`config.mk`:
```
export PLATFORM = sky130hd
export DESIGN_NAME = scs_ram
export DESIGN_NICKNAME = d
export VERILOG_FILES = /design/src/rtl/scs_ram.sv
export SDC_FILE = /design/constraint.sdc
export NUM_CORES = 1
export LEC_CHECK = 0
export BUFFER_PORTS_ARGS = -buffer_cell sky130_fd_sc_hd__buf_2
export CELL_PAD_IN_SITES_DETAIL_PLACEMENT = 0
export CELL_PAD_IN_SITES_GLOBAL_PLACEMENT = 1
export CORE_MARGIN = 4
export CORE_UTILIZATION = 50
export DETAILED_ROUTE_END_ITERATION = 16
export GPL_TIMING_DRIVEN = 0
export PLACE_DENSITY_LB_ADDON = 0.25
export SLEW_MARGIN = 25
export SYNTH_ARGS = -nofsm -noshare
export SYNTH_HDL_FRONTEND = slang
export SYNTH_SLANG_ARGS = --single-unit
export TNS_END_PERCENT = 50
```
`constraint.sdc`:
```
create_clock -name clk -period 5.4 [get_ports clk]
set_clock_uncertainty 0.15 [all_clocks]
set_input_delay 0.27 -clock clk [delete_from_list [all_inputs] [get_ports clk]]
set_output_delay 0.27 -clock clk [all_outputs]
set_load 0.03 [all_outputs]
```
`src/rtl/scs_ram.sv`:
```
// ----------------------------------------------------------------------------
// scs_ram: generic single-port-write, single-port-read RAM
// One write and one read per cycle; the read data is registered.
// ----------------------------------------------------------------------------
module scs_ram #(
  parameter int WIDTH = 16,
  parameter int DEPTH = 16
) (
  input  logic                     clk,
  input  logic                     we,
  input  logic [$clog2(DEPTH)-1:0] waddr,
  input  logic [WIDTH-1:0]         wdata,
  input  logic [$clog2(DEPTH)-1:0] raddr,
  output logic [WIDTH-1:0]         rdata
);

  logic [WIDTH-1:0] mem [DEPTH];

  always_ff @(posedge clk) begin
    if (we) begin
      mem[waddr] <= wdata;
    end
    rdata <= mem[raddr];
  end

endmodule

```
==> qor.yml <==
outcome:
  status: "finished, final reports clean"
worst_setup_path:
  worst_ep_required_time_ns: 5.65
  r2r.worst_path.cells: 3
  path_class: "in -> reg"
  rrSetupSlack_ns: 3.82
  crit_slowest_cell: "buf_1"
  endpoint_kind: "flop"
  timing.rr.start: "mem[9][9]$_DFFE_PP_"
  cp_data_arrival_time_ns: 2.00
  crit_chain: "buf_2, buf_1, mux4_2, a22oi_1, nand2_1"
  cp-start-kind: "primary input"
  max_stage_delay_ns: 0.69
  path_max_fanout: 10
  r2r_end: "rdata[9]$_DFF_P_"
cells_and_area:
  fillCellCount: 1366
  layout-drive-gt1-share_pct: 32.97
  seq_area_um2: 8008
  area_delta_synth_final_pct: 18.75
  fin_nets: 559
  fin_area_um2: 11930
  diodes: 0
  fin_cells: 820
  multi_input_area_um2: 1982
  final_core_util_pct: 60.88
timing:
  setup_viol: 0
  slew_violations: 0
  fmax_ghz: 0.5713
  rsz0062_at_grt: "false"
  slew-limit-headroom_pct: 41.87
  worstMarginPinSlew_ns: 0.8720
  post-route-period-util_pct: 32.41
  period_needed_ns: 1.750
  final.setup.tns_ns: 0
  hold_violations: 0
power:
  power_density_nw_per_um2: 380.3
  leakagePower_nw: 3.916
  p_seq_share_pct: 52.3
  ir_drop_v: 0.0002861
  power_frac_comb_pct: 5.5
  p_int_w: 0.003601
  clkPwrFrac_pct: 42.2
  p_sw_share_pct: 20.62
  switchingPower_w: 0.0009354
die:
  ios: 42
  fp.dieW_um: 149.7
  row_count: 51
  initial_core_util_pct: 51.27
  die_area_um2: 22420
  die_h_um: 149.7
  core_um2: 19590
placement:
  place.gp.congestion: 0.7281
  port_buffers: 39
  dp.cells: 752
  placed_area_um2: 10830
  dpl.hpwl_um: 12780
cts:
  clkTransAtPathRegs_ns: 0.06
  cts_resized: 0
  clk_latency_ns: 0.53
  numCtsBuffers: 28
  cts-root-buf: "clkbuf_16"
  cts.sinks: 272
  clockBufferDepth: 3
  cts_tree: "yes"
  cts_max_level: 1
synthesis:
  ys.warnings.count: 0
  synth-seq-area-share_pct: 79.73
  syn_area_um2: 10040
  ys_seq_elements: 272
  synthesis.nets: 458
  yosysTopAreaCell: "edfxtp_1"
  avgSynthCellArea_um2: 23.25
  ys_top_cells_by_area: "edfxtp_1 (77%), mux4_2 (12%), dfxtp_1 (3.2%)"
  synth_cell_types: 19
  synthCells: 432
  yosys.area.top_type_share_pct: 76.54
route:
  drc: 0
  wire_per_inst_um: 24.60
  via_per_inst: 5.755
  wirelength_um: 20170
  drt_iter0_drc: 321
  antenna_left: 0
  vias: 4719
  drt_first_pass_iters: 5
grt:
  grtUsageMet2_pct: 29.73
  track_usage_pct: 18.68
  grtUsageMet3_pct: 2.423
  grt_pass1_wl_um: 30550
  grt_max_degree: 17
  grt_pass1_vias: 4980
  globalRouteMet1Util_pct: 28.02
  antenna_found_initial: 0
  top_usage_layer: "met2"
  grt-ovfl-total: 0
hold_path:
  hold_depth: 2
  holdPathEnd: "mem[12][8]$_DFFE_PP_"
  worst_hold_path_type: "in -> reg"
  holdCritStartpoint: "waddr[1]"
job:
  maxCapViolations: 0
worst max-delay path, delay by kind of cell:
family	cells	cell delay [ns]
buffers and inverters	2	0.92
multiplexers	1	0.41
AO/OA/AOI/OAI	1	0.25
AND/OR/NAND/NOR	1	0.13
cell usage in the layout, fill, tap and decap left out:
master and instances:
nand3b_1 2, bufinv_16 2, buf_8 8, nor2_4 4
buf_2 42, clkbuf_16 29, mux4_1 10, dfxtp_1 16
buf_4 9, clkbuf_8 5, clkbuf_1 11, nand3_1 1
nor2_1 1, nor3_2 4, nor2b_1 2, mux4_2 54
buf_1 3, clkinv_2 7, clkinvlp_4 4, a22oi_1 32
nor2_2 8, edfxtp_1 256, clkinv_1 2, or3b_2 1
buf_6 6, nand2b_1 2, dlygate4sd3_1 16, nand2_1 17
and2_1 1
sequential cells by signal, indices dropped and copies added (netlist names):
| register | cells |
|---|---|
| mem | 256 |
| rdata | 16 |
metal layers:
metal	share of wire, %	wire, um
met3	4.3	861
met2	48	9778
met5	0	0
met1	45	9100
met4	2.2	434
power by group through the flow:
stage	Sequential (W)	Combinational, W	Clock [W]
floorplan	0.00244	0.000115	0
CTS	0.00237	0.000256	0.00194
global placement	0.00241	0.000229	0
finish	0.00237	0.000251	0.00191
global route	0.00237	0.000270	0.00203
detailed placement	0.00242	0.000246	0
how the worst max path moves through the flow:
stage | startpoint | endpoint | slack, ns | cells after the start
floorplan | waddr[2] | mem[0][0]$_DFFE_PP_ | 2.92 | 2
global placement | waddr[2] | mem[0][2]$_DFFE_PP_ | 1.68 | 3
detailed placement | raddr[1] | rdata[9]$_DFF_P_ | 3.12 | 5
CTS | raddr[1] | rdata[9]$_DFF_P_ | 3.67 | 5
global route | raddr[1] | rdata[9]$_DFF_P_ | 3.57 | 5
finish | raddr[1] | rdata[9]$_DFF_P_ | 3.65 | 5
cells by family after synthesis:
logic type	synth area share, %
AO/OA/AOI/OAI	2.392
buffers and inverters	1.233
flip-flops	79.73
multiplexers	14.73
AND/OR/NAND/NOR	1.918
Yosys cell counts, drive strengths merged:
| master | n |
|---|---|
| or3b | 1 |
| mux4 | 64 |
| nand3 | 1 |
| clkbuf | 8 |
| nand3b | 2 |
| nand2 | 17 |
| nor2b | 2 |
| nor3 | 4 |
| edfxtp | 256 |
| nand2b | 2 |
| buf | 13 |
| a22oi | 32 |
| nor2 | 13 |
| dfxtp | 16 |
| and2 | 1 |
timing repair:
item	CTS	global route
endpoints found under the hold margin	256	0
buffers inserted	0	0
hold buffers	16	0
area by class of cell:
class / count / share of cell area [%]
Buffer: 21 / 1.039
Multi-Input combinational cell: 139 / 16.62
Sequential cell: 272 / 67.14
Timing Repair Buffer: 71 / 4.553
Clock buffer: 37 / 6.756
Tap cell: 265 / 2.780
Clock inverter: 15 / 1.112
per-stage QoR:
stage | total power, W | setup slack (ns) | hold slack [ns]
2_1_floorplan | 0.002558 | 2.925 | 0.2189
3_5_place_dp | 0.002661 | 3.121 | 0.5110
5_1_grt | 0.004673 | 3.571 | 0.06419
6_report | 0.004536 | 3.650 | 0.06036
4_1_cts | 0.004568 | 3.675 | 0.03947
3_3_place_gp | 0.002643 | 1.677 | 0.4903
Note: power is estimated with default switching activity, not from simulation.
