### src/rtl/scs_wrap.sv
// ----------------------------------------------------------------------------
// scs_wrap: reduce a 16-bit address modulo a constant word count
// Two-stage pipeline: reciprocal multiply for the quotient, then multiply
// back, subtract and correct once.
// ----------------------------------------------------------------------------
module scs_wrap #(
  parameter int MODULUS = 65536
) (
  input  logic                       clk,
  input  logic [15:0]                x,
  output logic [$clog2(MODULUS)-1:0] r
);

  localparam int          RW    = $clog2(MODULUS);
  localparam logic [32:0] SCALE = 33'h1_0000_0000;
  localparam logic [32:0] RECIP = SCALE / 33'(MODULUS);
  localparam logic [16:0] MOD17 = 17'(MODULUS);

  logic [48:0] prod;
  logic [15:0] q;
  logic [15:0] xs;
  logic [32:0] qn;
  logic [16:0] rem;
  logic [16:0] rem_fix;

  // quotient estimate is exact or one short
  assign prod = 49'(x) * 49'(RECIP);

  always_ff @(posedge clk) begin
    q  <= prod[47:32];
    xs <= x;
  end

  assign qn      = 33'(q) * 33'(MOD17);
  assign rem     = {1'b0, xs} - qn[16:0];
  assign rem_fix = (rem >= MOD17) ? rem - MOD17 : rem;

  always_ff @(posedge clk) begin
    r <= rem_fix[RW-1:0];
  end

endmodule

### config.mk
export PLATFORM = sky130hd
export DESIGN_NAME = scs_wrap
export DESIGN_NICKNAME = d
export VERILOG_FILES = /design/src/rtl/scs_wrap.sv
export SDC_FILE = /design/constraint.sdc
export NUM_CORES = 1
export LEC_CHECK = 0
export BUFFER_PORTS_ARGS = -buffer_cell sky130_fd_sc_hd__buf_2
export CORE_UTILIZATION = 40
export DETAILED_ROUTE_END_ITERATION = 8
export PLACE_DENSITY = 0.72
export SETUP_SLACK_MARGIN = 0.3
export SYNTH_ARGS = -nofsm -noshare
export SYNTH_HDL_FRONTEND = slang
export SYNTH_SLANG_ARGS = --single-unit
### constraint.sdc
create_clock -name clk -period 0.8 [get_ports clk]
set_input_delay 0.04 -clock clk [delete_from_list [all_inputs] [get_ports clk]]
set_output_delay 0.04 -clock clk [all_outputs]
set_load 0.05 [all_outputs]
==> results of run 1 <==
==> layout make-up <==
cell class,instances,share of cell area
flip-flops and latches,32,0.567
well taps,16,0.0172
clock buffers,5,0.0322
repair buffers,48,0.383
==> layer usage <==
layer	global-route usage	routed length, microns	vias up
li1	-	-	203
met1	0.0857	330	189
met2	0.291	677	20
met3	0.0776	72	2
met4	0.0938	17	0
met5	0	0	-
==> logic make-up (layout without fill, tap and decap cells) <==
kind of cell | Yosys count | count (layout) | synth area share
flip-flops | 32 | 32 | 1.00
buffers and inverters | 0 | 53 | 0
==> registers in the layout (all words and copies together) (netlist names) <==
signal and count:
xs 16, r 16
==> cell usage after synthesis <==
master | count | area [sq um]
dfxtp_1 | 32 | 641
==> what timing repair did <==
item	4_1_cts	5_1_grt
hold buffers	16	0
endpoints found under the setup margin	16	16
resized for setup	34	5
hold endpoints to repair	16	0
==> path summary, 6_finish.rpt <==
check,to,slack (ns),cells past startpoint
worst min register to register,r[1],0.33,0
worst min-delay path,r[1],0.33,0
worst max register to register,r[12],0.39,0
worst max-delay path,r[12],-0.03,1
==> metrics by stage <==
| stage | setup WS [ns] | cells | hold slack, ns | power [mW] |
|---|---|---|---|---|
| 2_1_floorplan | 0.306 | 32 | 0.0677 | 1.89 |
| 3_3_place_gp | 0.220 | 80 | 0.143 | 1.96 |
| 3_5_place_dp | 0.210 | 80 | 0.144 | 1.97 |
| 4_1_cts | -0.0398 | 101 | 0.328 | 2.79 |
| 5_1_grt | -0.0674 | 101 | 0.330 | 2.90 |
| 6_report | -0.0317 | 101 | 0.328 | 2.79 |
==> report_power, final <==
part           internal (mW)  total, mW  switching (mW)
Clock                  0.293      0.717           0.424
Combinational          0.171      0.355           0.184
Sequential              1.69       1.72          0.0328
Total                   2.15       2.79           0.641
==> run metrics, run 1 <==
maximum fanout along the worst path 1; vias per cell 4.10; area grow syn2layout 81.8%; Final #Nets 104; most frequent cells in the layout dlygate4sd3_1, buf_2, dfxtp_2, dfxtp_1, buf_6; number of global-route vias before repair 451; gate count after technology mapping 32; Cell Area, Placed 841 sq um; Max Cap Violations 0; die width 42.0 microns; max_slew headroom 0.927; DR vias 414; core area 0.00151 sq mm; Slowest cell on crit path dfxtp_2; Min-Delay Startpoint xs[1]; Worst Path Buf+Inv 1; register area 661 sq um; DP HPWL 557 microns; synth unique cells 1; Worst Hold Class reg -> reg; worst path arrival time 0.79 ns; n_diodes 0; Mean Syn Cell Area 20.0 sq um; Peak VDD IR 0.00155 V; Mapped Area 641 sq um; Vert. Die Dim 42.0 microns; Tmin final 0.832 ns; global-route wire length before repair 1680 microns; Finished Cell Area 0.00116 sq mm; # clock sinks 32; Initial Utilization 0.425; total I/O pin count 33; Final GP Congestion 0.552; Crit path largest cell delay 0.35 ns; utilization of the core after routing 0.773; Final Setup Violations 16; outcome complete, but fails checks; First DRT Iteration DRCs 0; port bufs 32; CP Cell Sequence buf_8; Yosys reg bits 32; Root Driver clkbuf_4; largest net degree at the start of global routing 9; Fin Setup TNS -0.370 ns; skew final 0.00108 ns; Final Cycle Share 1.04; Final Hold Viols 0; # H-tree levels 2; critical path startpoint r[12]; drt pass-1 iters 1; Fmax achieved 1200 MHz; multi-input gates 0; post-route worst setup slack -0.0317 ns; CTS buffer count 5; Lkg Pwr 0.529 nW; R2R Path Start xs[12]; Worst EP required 0.76 ns; power density cells 2400 mW/mm^2; die area 0.00177 sq mm; sequential fraction of the synthesis area 1.00; grt ovf 0; syn_nets 49; crit-path leading delay family flip-flops; failing checks negative setup slack; Worst setup SP type register; final slew viol count 0; total routed wirelength 1100 microns; Yosys warnings 0; WS Path Type reg -> out; worst-margin pin slew 0.110 ns; CTS max path bufs 2; Worst-Skew Late Latency 0.31 ns; area occupied by multi-input gates 0 sq um; critical path capture point type output port; # DRC 0; initial antenna violation count 0; TritonCTS clock tree done; filler cell count 89; postcts setup bufs 0; Total Routing Usage GR 0.143; RSZ-0062 raised after global routing yes; share of cells above drive strength 1 0.624; routed length per instance 10.9 microns; Site Rows 14; Clock transition at path regs 0.08 ns; antenna viol nets, final 0
Note: power is estimated with default switching activity, not from simulation.
==> run 2: changes to the inputs <==
CORE_UTILIZATION = 44   (was 40)
CTS_BUF_LIST = sky130_fd_sc_hd__clkbuf_2 sky130_fd_sc_hd__clkbuf_4 sky130_fd_sc_hd__clkbuf_8   (was unset)
MAX_ROUTING_LAYER = met4   (was unset)
PLACE_DENSITY = 0.78   (was 0.72)
==> run 2 against run 1 <==
Against the previous run:
- the run still ends with negative setup slack left
- cell count is 0.99% higher
- final area increased by 2.9%
- utilization rose by 13 points
- sequential power hardly changed
- register-to-register slack is essentially flat
- routed wire length increased by 37%
- die area decreased by 8.7%
- highest routed layer unchanged
==> run metrics, run 2 (same netlist as run 1, synthesis figures left out) <==
outcome complete, but fails checks; failing checks negative setup slack; largest net degree at the start of global routing 10; worst path arrival time 0.82 ns; die width 40.2 microns; metal3 WL 101 microns; drt pass-1 iters 4; Worst Path Buf+Inv 1; total routed wirelength 1500 microns; Max Cap Violations 0; Initial Utilization 0.480; CP Cell Sequence buf_8; total I/O pin count 33; postcts setup bufs 0; WS Path Type reg -> out; post-route worst setup slack -0.0606 ns; wire length on met2 880 microns; initial antenna violation count 0; Final #Nets 104; Peak VDD IR 0.00166 V; Vert. Die Dim 40.2 microns; Clock transition at path regs 0.10 ns; First DRT Iteration DRCs 4; grt ovf 0; core area 0.00133 sq mm; TritonCTS clock tree done; dpl ws 0.216 ns; Lkg Pwr 0.546 nW; routed length per instance 14.7 microns; Final GP Congestion 0.549; CTS buffer count 5; skew final 0.00894 ns; vias per cell 4.31; Crit path largest cell delay 0.35 ns; total power 2.95 mW; Fmax achieved 1160 MHz; Final Hold Viols 0; crit-path leading delay family flip-flops; # clock sinks 32; n_diodes 0; filler cell count 51; uppermost layer routed met4; share of cells above drive strength 1 0.632; DR vias 440; most frequent cells in the layout dlygate4sd3_1, buf_2, dfxtp_2, dfxtp_1, buf_8; Tmin final 0.861 ns; Site Rows 13; slack of the worst reg-to-reg path 0.38 ns; port bufs 32; Final Cycle Share 1.08; # H-tree levels 2; area occupied by multi-input gates 0 sq um; Worst Hold Class reg -> reg; max_slew headroom 0.930; RSZ-0062 raised after global routing yes; Root Driver clkbuf_4; Worst setup SP type register; CTS max path bufs 2; Final Setup Violations 16; critical path capture point type output port; Total Routing Usage GR 0.202; final slew viol count 0; die area 0.00161 sq mm; area grow syn2layout 87.1%; # DRC 0; maximum fanout along the worst path 1; power density cells 2460 mW/mm^2; Worst-Skew Late Latency 0.32 ns; multi-input gates 0; Worst EP required 0.76 ns; Largest regs r: 16 flops, xs: 16 flops; global-route wire length before repair 1760 microns; Slowest cell on crit path dfxtp_2; antenna viol nets, final 0; number of global-route vias before repair 421; Metal-1 WL 505 microns; worst-margin pin slew 0.105 ns
run 2: stage by stage:
stage | hold WS (ns) | cell area [sq um] | util | setup TNS, ns | std cells
after floorplan | 0.0677 | 661 | - | 0 | 32
after global placement | 0.142 | 840 | 0.629 | 0 | 79
after detailed placement | 0.144 | 840 | 0.629 | 0 | 79
after CTS | 0.330 | 1160 | 0.871 | -0.582 | 102
after global routing | 0.336 | 1200 | 0.899 | -1.20 | 102
final | 0.328 | 1200 | 0.899 | -0.637 | 102
run 2: per-layer routing:
metal	vias up	global-route usage
li1	205	-
met1	209	0.140
met2	24	0.379
met3	2	0.117
met4	0	0.103
met5	-	-
run 2: final timing paths:
kind | start | to | cells after the start
worst min-delay path | xs[1] | r[1] | 0
worst min register to register | xs[1] | r[1] | 0
worst max register to register | xs[3] | r[3] | 0
worst max-delay path | r[2] | r[2] | 1
run 2: cell type report:
type,instances,area [sq um],share of cell area
clock buffers,6,45.0,0.0376
clock inverters,1,5.00,0.00418
flip-flops and latches,32,661,0.551
well taps,15,18.8,0.0157
repair buffers,48,469,0.391
run 2: repair_timing:
item | 4_1_cts | 5_1_grt
hold endpoints to repair | 16 | 0
endpoints found under the setup margin | 16 | 16
resized for setup | 35 | 10
hold buffers | 16 | 0
pin swaps | 0 | 0
run 2: report_power, final:
group	internal [mW]	switching, mW	total, mW
sequential	1.69	0.0386	1.73
clock	0.357	0.487	0.844
combinational	0.184	0.193	0.376
==> run 3: changes to the inputs <==
--- a/config.mk
+++ b/config.mk
@@ -11,5 +11,5 @@
 export DETAILED_ROUTE_END_ITERATION = 8
 export MAX_ROUTING_LAYER = met4
-export PLACE_DENSITY = 0.78
+export PLACE_DENSITY_LB_ADDON = 0.08
 export SETUP_SLACK_MARGIN = 0.3
 export SYNTH_ARGS = -nofsm -noshare
==> constraint.sdc (replaced) <==
create_clock -name clk -period 0.8 [get_ports clk]
set_input_delay 0 -clock clk [delete_from_list [all_inputs] [get_ports clk]]
set_output_delay 0 -clock clk [all_outputs]
set_load 0.05 [all_outputs]
==> run 3 against run 2 <==
Against the previous run:
- clock power rose by 6.4%
- cell count increased by 0.98%
- flip-flop and latch count unchanged
- total power up 1.6%
- via count decreased by 6.4%
- maximum frequency increased by 6.2%
- worst hold slack got worse by 0.010 ns
- routed wire length shrank 23%
- the flow still finishes with violations (negative setup slack)
==> run metrics, run 3 (same netlist as run 1, synthesis figures left out) <==
grt ovf 0; outcome complete, but fails checks; Fmax achieved 1230 MHz; area occupied by multi-input gates 0 sq um; Initial Utilization 0.480; max_slew headroom 0.927; worst-margin pin slew 0.110 ns; Site Rows 13; Final Setup Violations 3; WS Path Type reg -> out; CTS buffer count 5; routed length per instance 11.3 microns; Lkg Pwr 0.554 nW; Slowest cell on crit path dfxtp_2; total I/O pin count 33; Final Cycle Share 1.01; Tmin final 0.810 ns; post-route worst setup slack -0.00999 ns; share of cells above drive strength 1 0.636; Total Routing Usage GR 0.159; power density cells 2470 mW/mm^2; core area 0.00133 sq mm; worst path arrival time 0.81 ns; Peak VDD IR 0.00211 V; Worst Hold Class in -> reg; DR vias 412; crit-path leading delay family flip-flops; vias per cell 4.00; CTS max path bufs 2; skew final 0.00783 ns; area grow syn2layout 89.5%; global-route wire length before repair 1390 microns; Worst EP required 0.80 ns; critical path capture point type output port; die area 0.00161 sq mm; maximum fanout along the worst path 1; drt pass-1 iters 2; number of global-route vias before repair 365; Vert. Die Dim 40.2 microns; TritonCTS clock tree done; Final #Nets 104; Root Driver clkbuf_4; port bufs 32; total routed wirelength 1160 microns; most frequent cells in the layout dlygate4sd3_1, buf_2, dfxtp_2, dfxtp_1, buf_8; Final GP Congestion 0.538; RSZ-0062 raised after global routing yes; die width 40.2 microns; Worst Path Buf+Inv 1; Worst setup SP type register; First DRT Iteration DRCs 2; Fin Setup TNS -0.0246 ns; Clock transition at path regs 0.09 ns; Largest regs r: 16 flops, xs: 16 flops; Worst-Skew Late Latency 0.31 ns; # clock sinks 32; final slew viol count 0; n_diodes 0; Final Hold Viols 0; largest net degree at the start of global routing 11; total power 2.99 mW; # H-tree levels 2; # DRC 0; antenna viol nets, final 0; Max Cap Violations 0; multi-input gates 0; initial antenna violation count 0; CP Cell Sequence buf_8; Crit path largest cell delay 0.35 ns; failing checks negative setup slack
-- run 3: layout make-up --
cell class,instances,area [sq um]
fill,50,120
clock inverter,2,10.0
clock buffer,6,51.3
tap,15,18.8
sequential,32,661
timing repair buffer,48,473
-- run 3: repair_timing --
item / CTS / global route
endpoints found under the setup margin: 16 / 16
endpoints found under the hold margin: 16 / 0
gates resized for setup: 34 / 12
hold buffers: 16 / 0
setup buffers: 0 / 0
-- run 3: path summary, 6_finish.rpt --
kind                from  endpoint  slack (ns)  cells past startpoint
setup / recovery   r[14]     r[14]       -0.01                      1
hold / removal     x[11]    xs[11]        0.32                      2
hold reg to reg    xs[2]      r[2]        0.32                      0
setup reg to reg  xs[15]     r[15]        0.39                      0
-- run 3: per-stage QoR --
stage                     hold WS, ns  cell area (sq um)  setup WS (ns)   util  instances
final                           0.318               1210       -0.00999  0.910        103
after global routing            0.301               1210        -0.0653  0.910        103
after CTS                       0.299               1170        -0.0123  0.876        103
after detailed placement        0.104                840          0.256  0.629         79
after global placement          0.102                840          0.260  0.629         79
after floorplan                0.0277                661          0.346      -         32
-- run 3: power breakdown --
group          leakage [nW]  internal (mW)  switching (mW)  total (mW)
Clock                0.0380          0.418           0.481       0.898
Sequential            0.270           1.69          0.0356        1.72
Combinational         0.246          0.185           0.188       0.373
Total                 0.554           2.29           0.704        2.99
-- run 3: layer usage --
layer | vias to the layer above | GRT usage | part of all wire
li1 | 207 | - | -
met1 | 180 | 0.117 | 0.32
met2 | 23 | 0.262 | 0.60
met3 | 2 | 0.117 | 0.075
met4 | 0 | 0.103 | 0.0069
met5 | - | - | 0
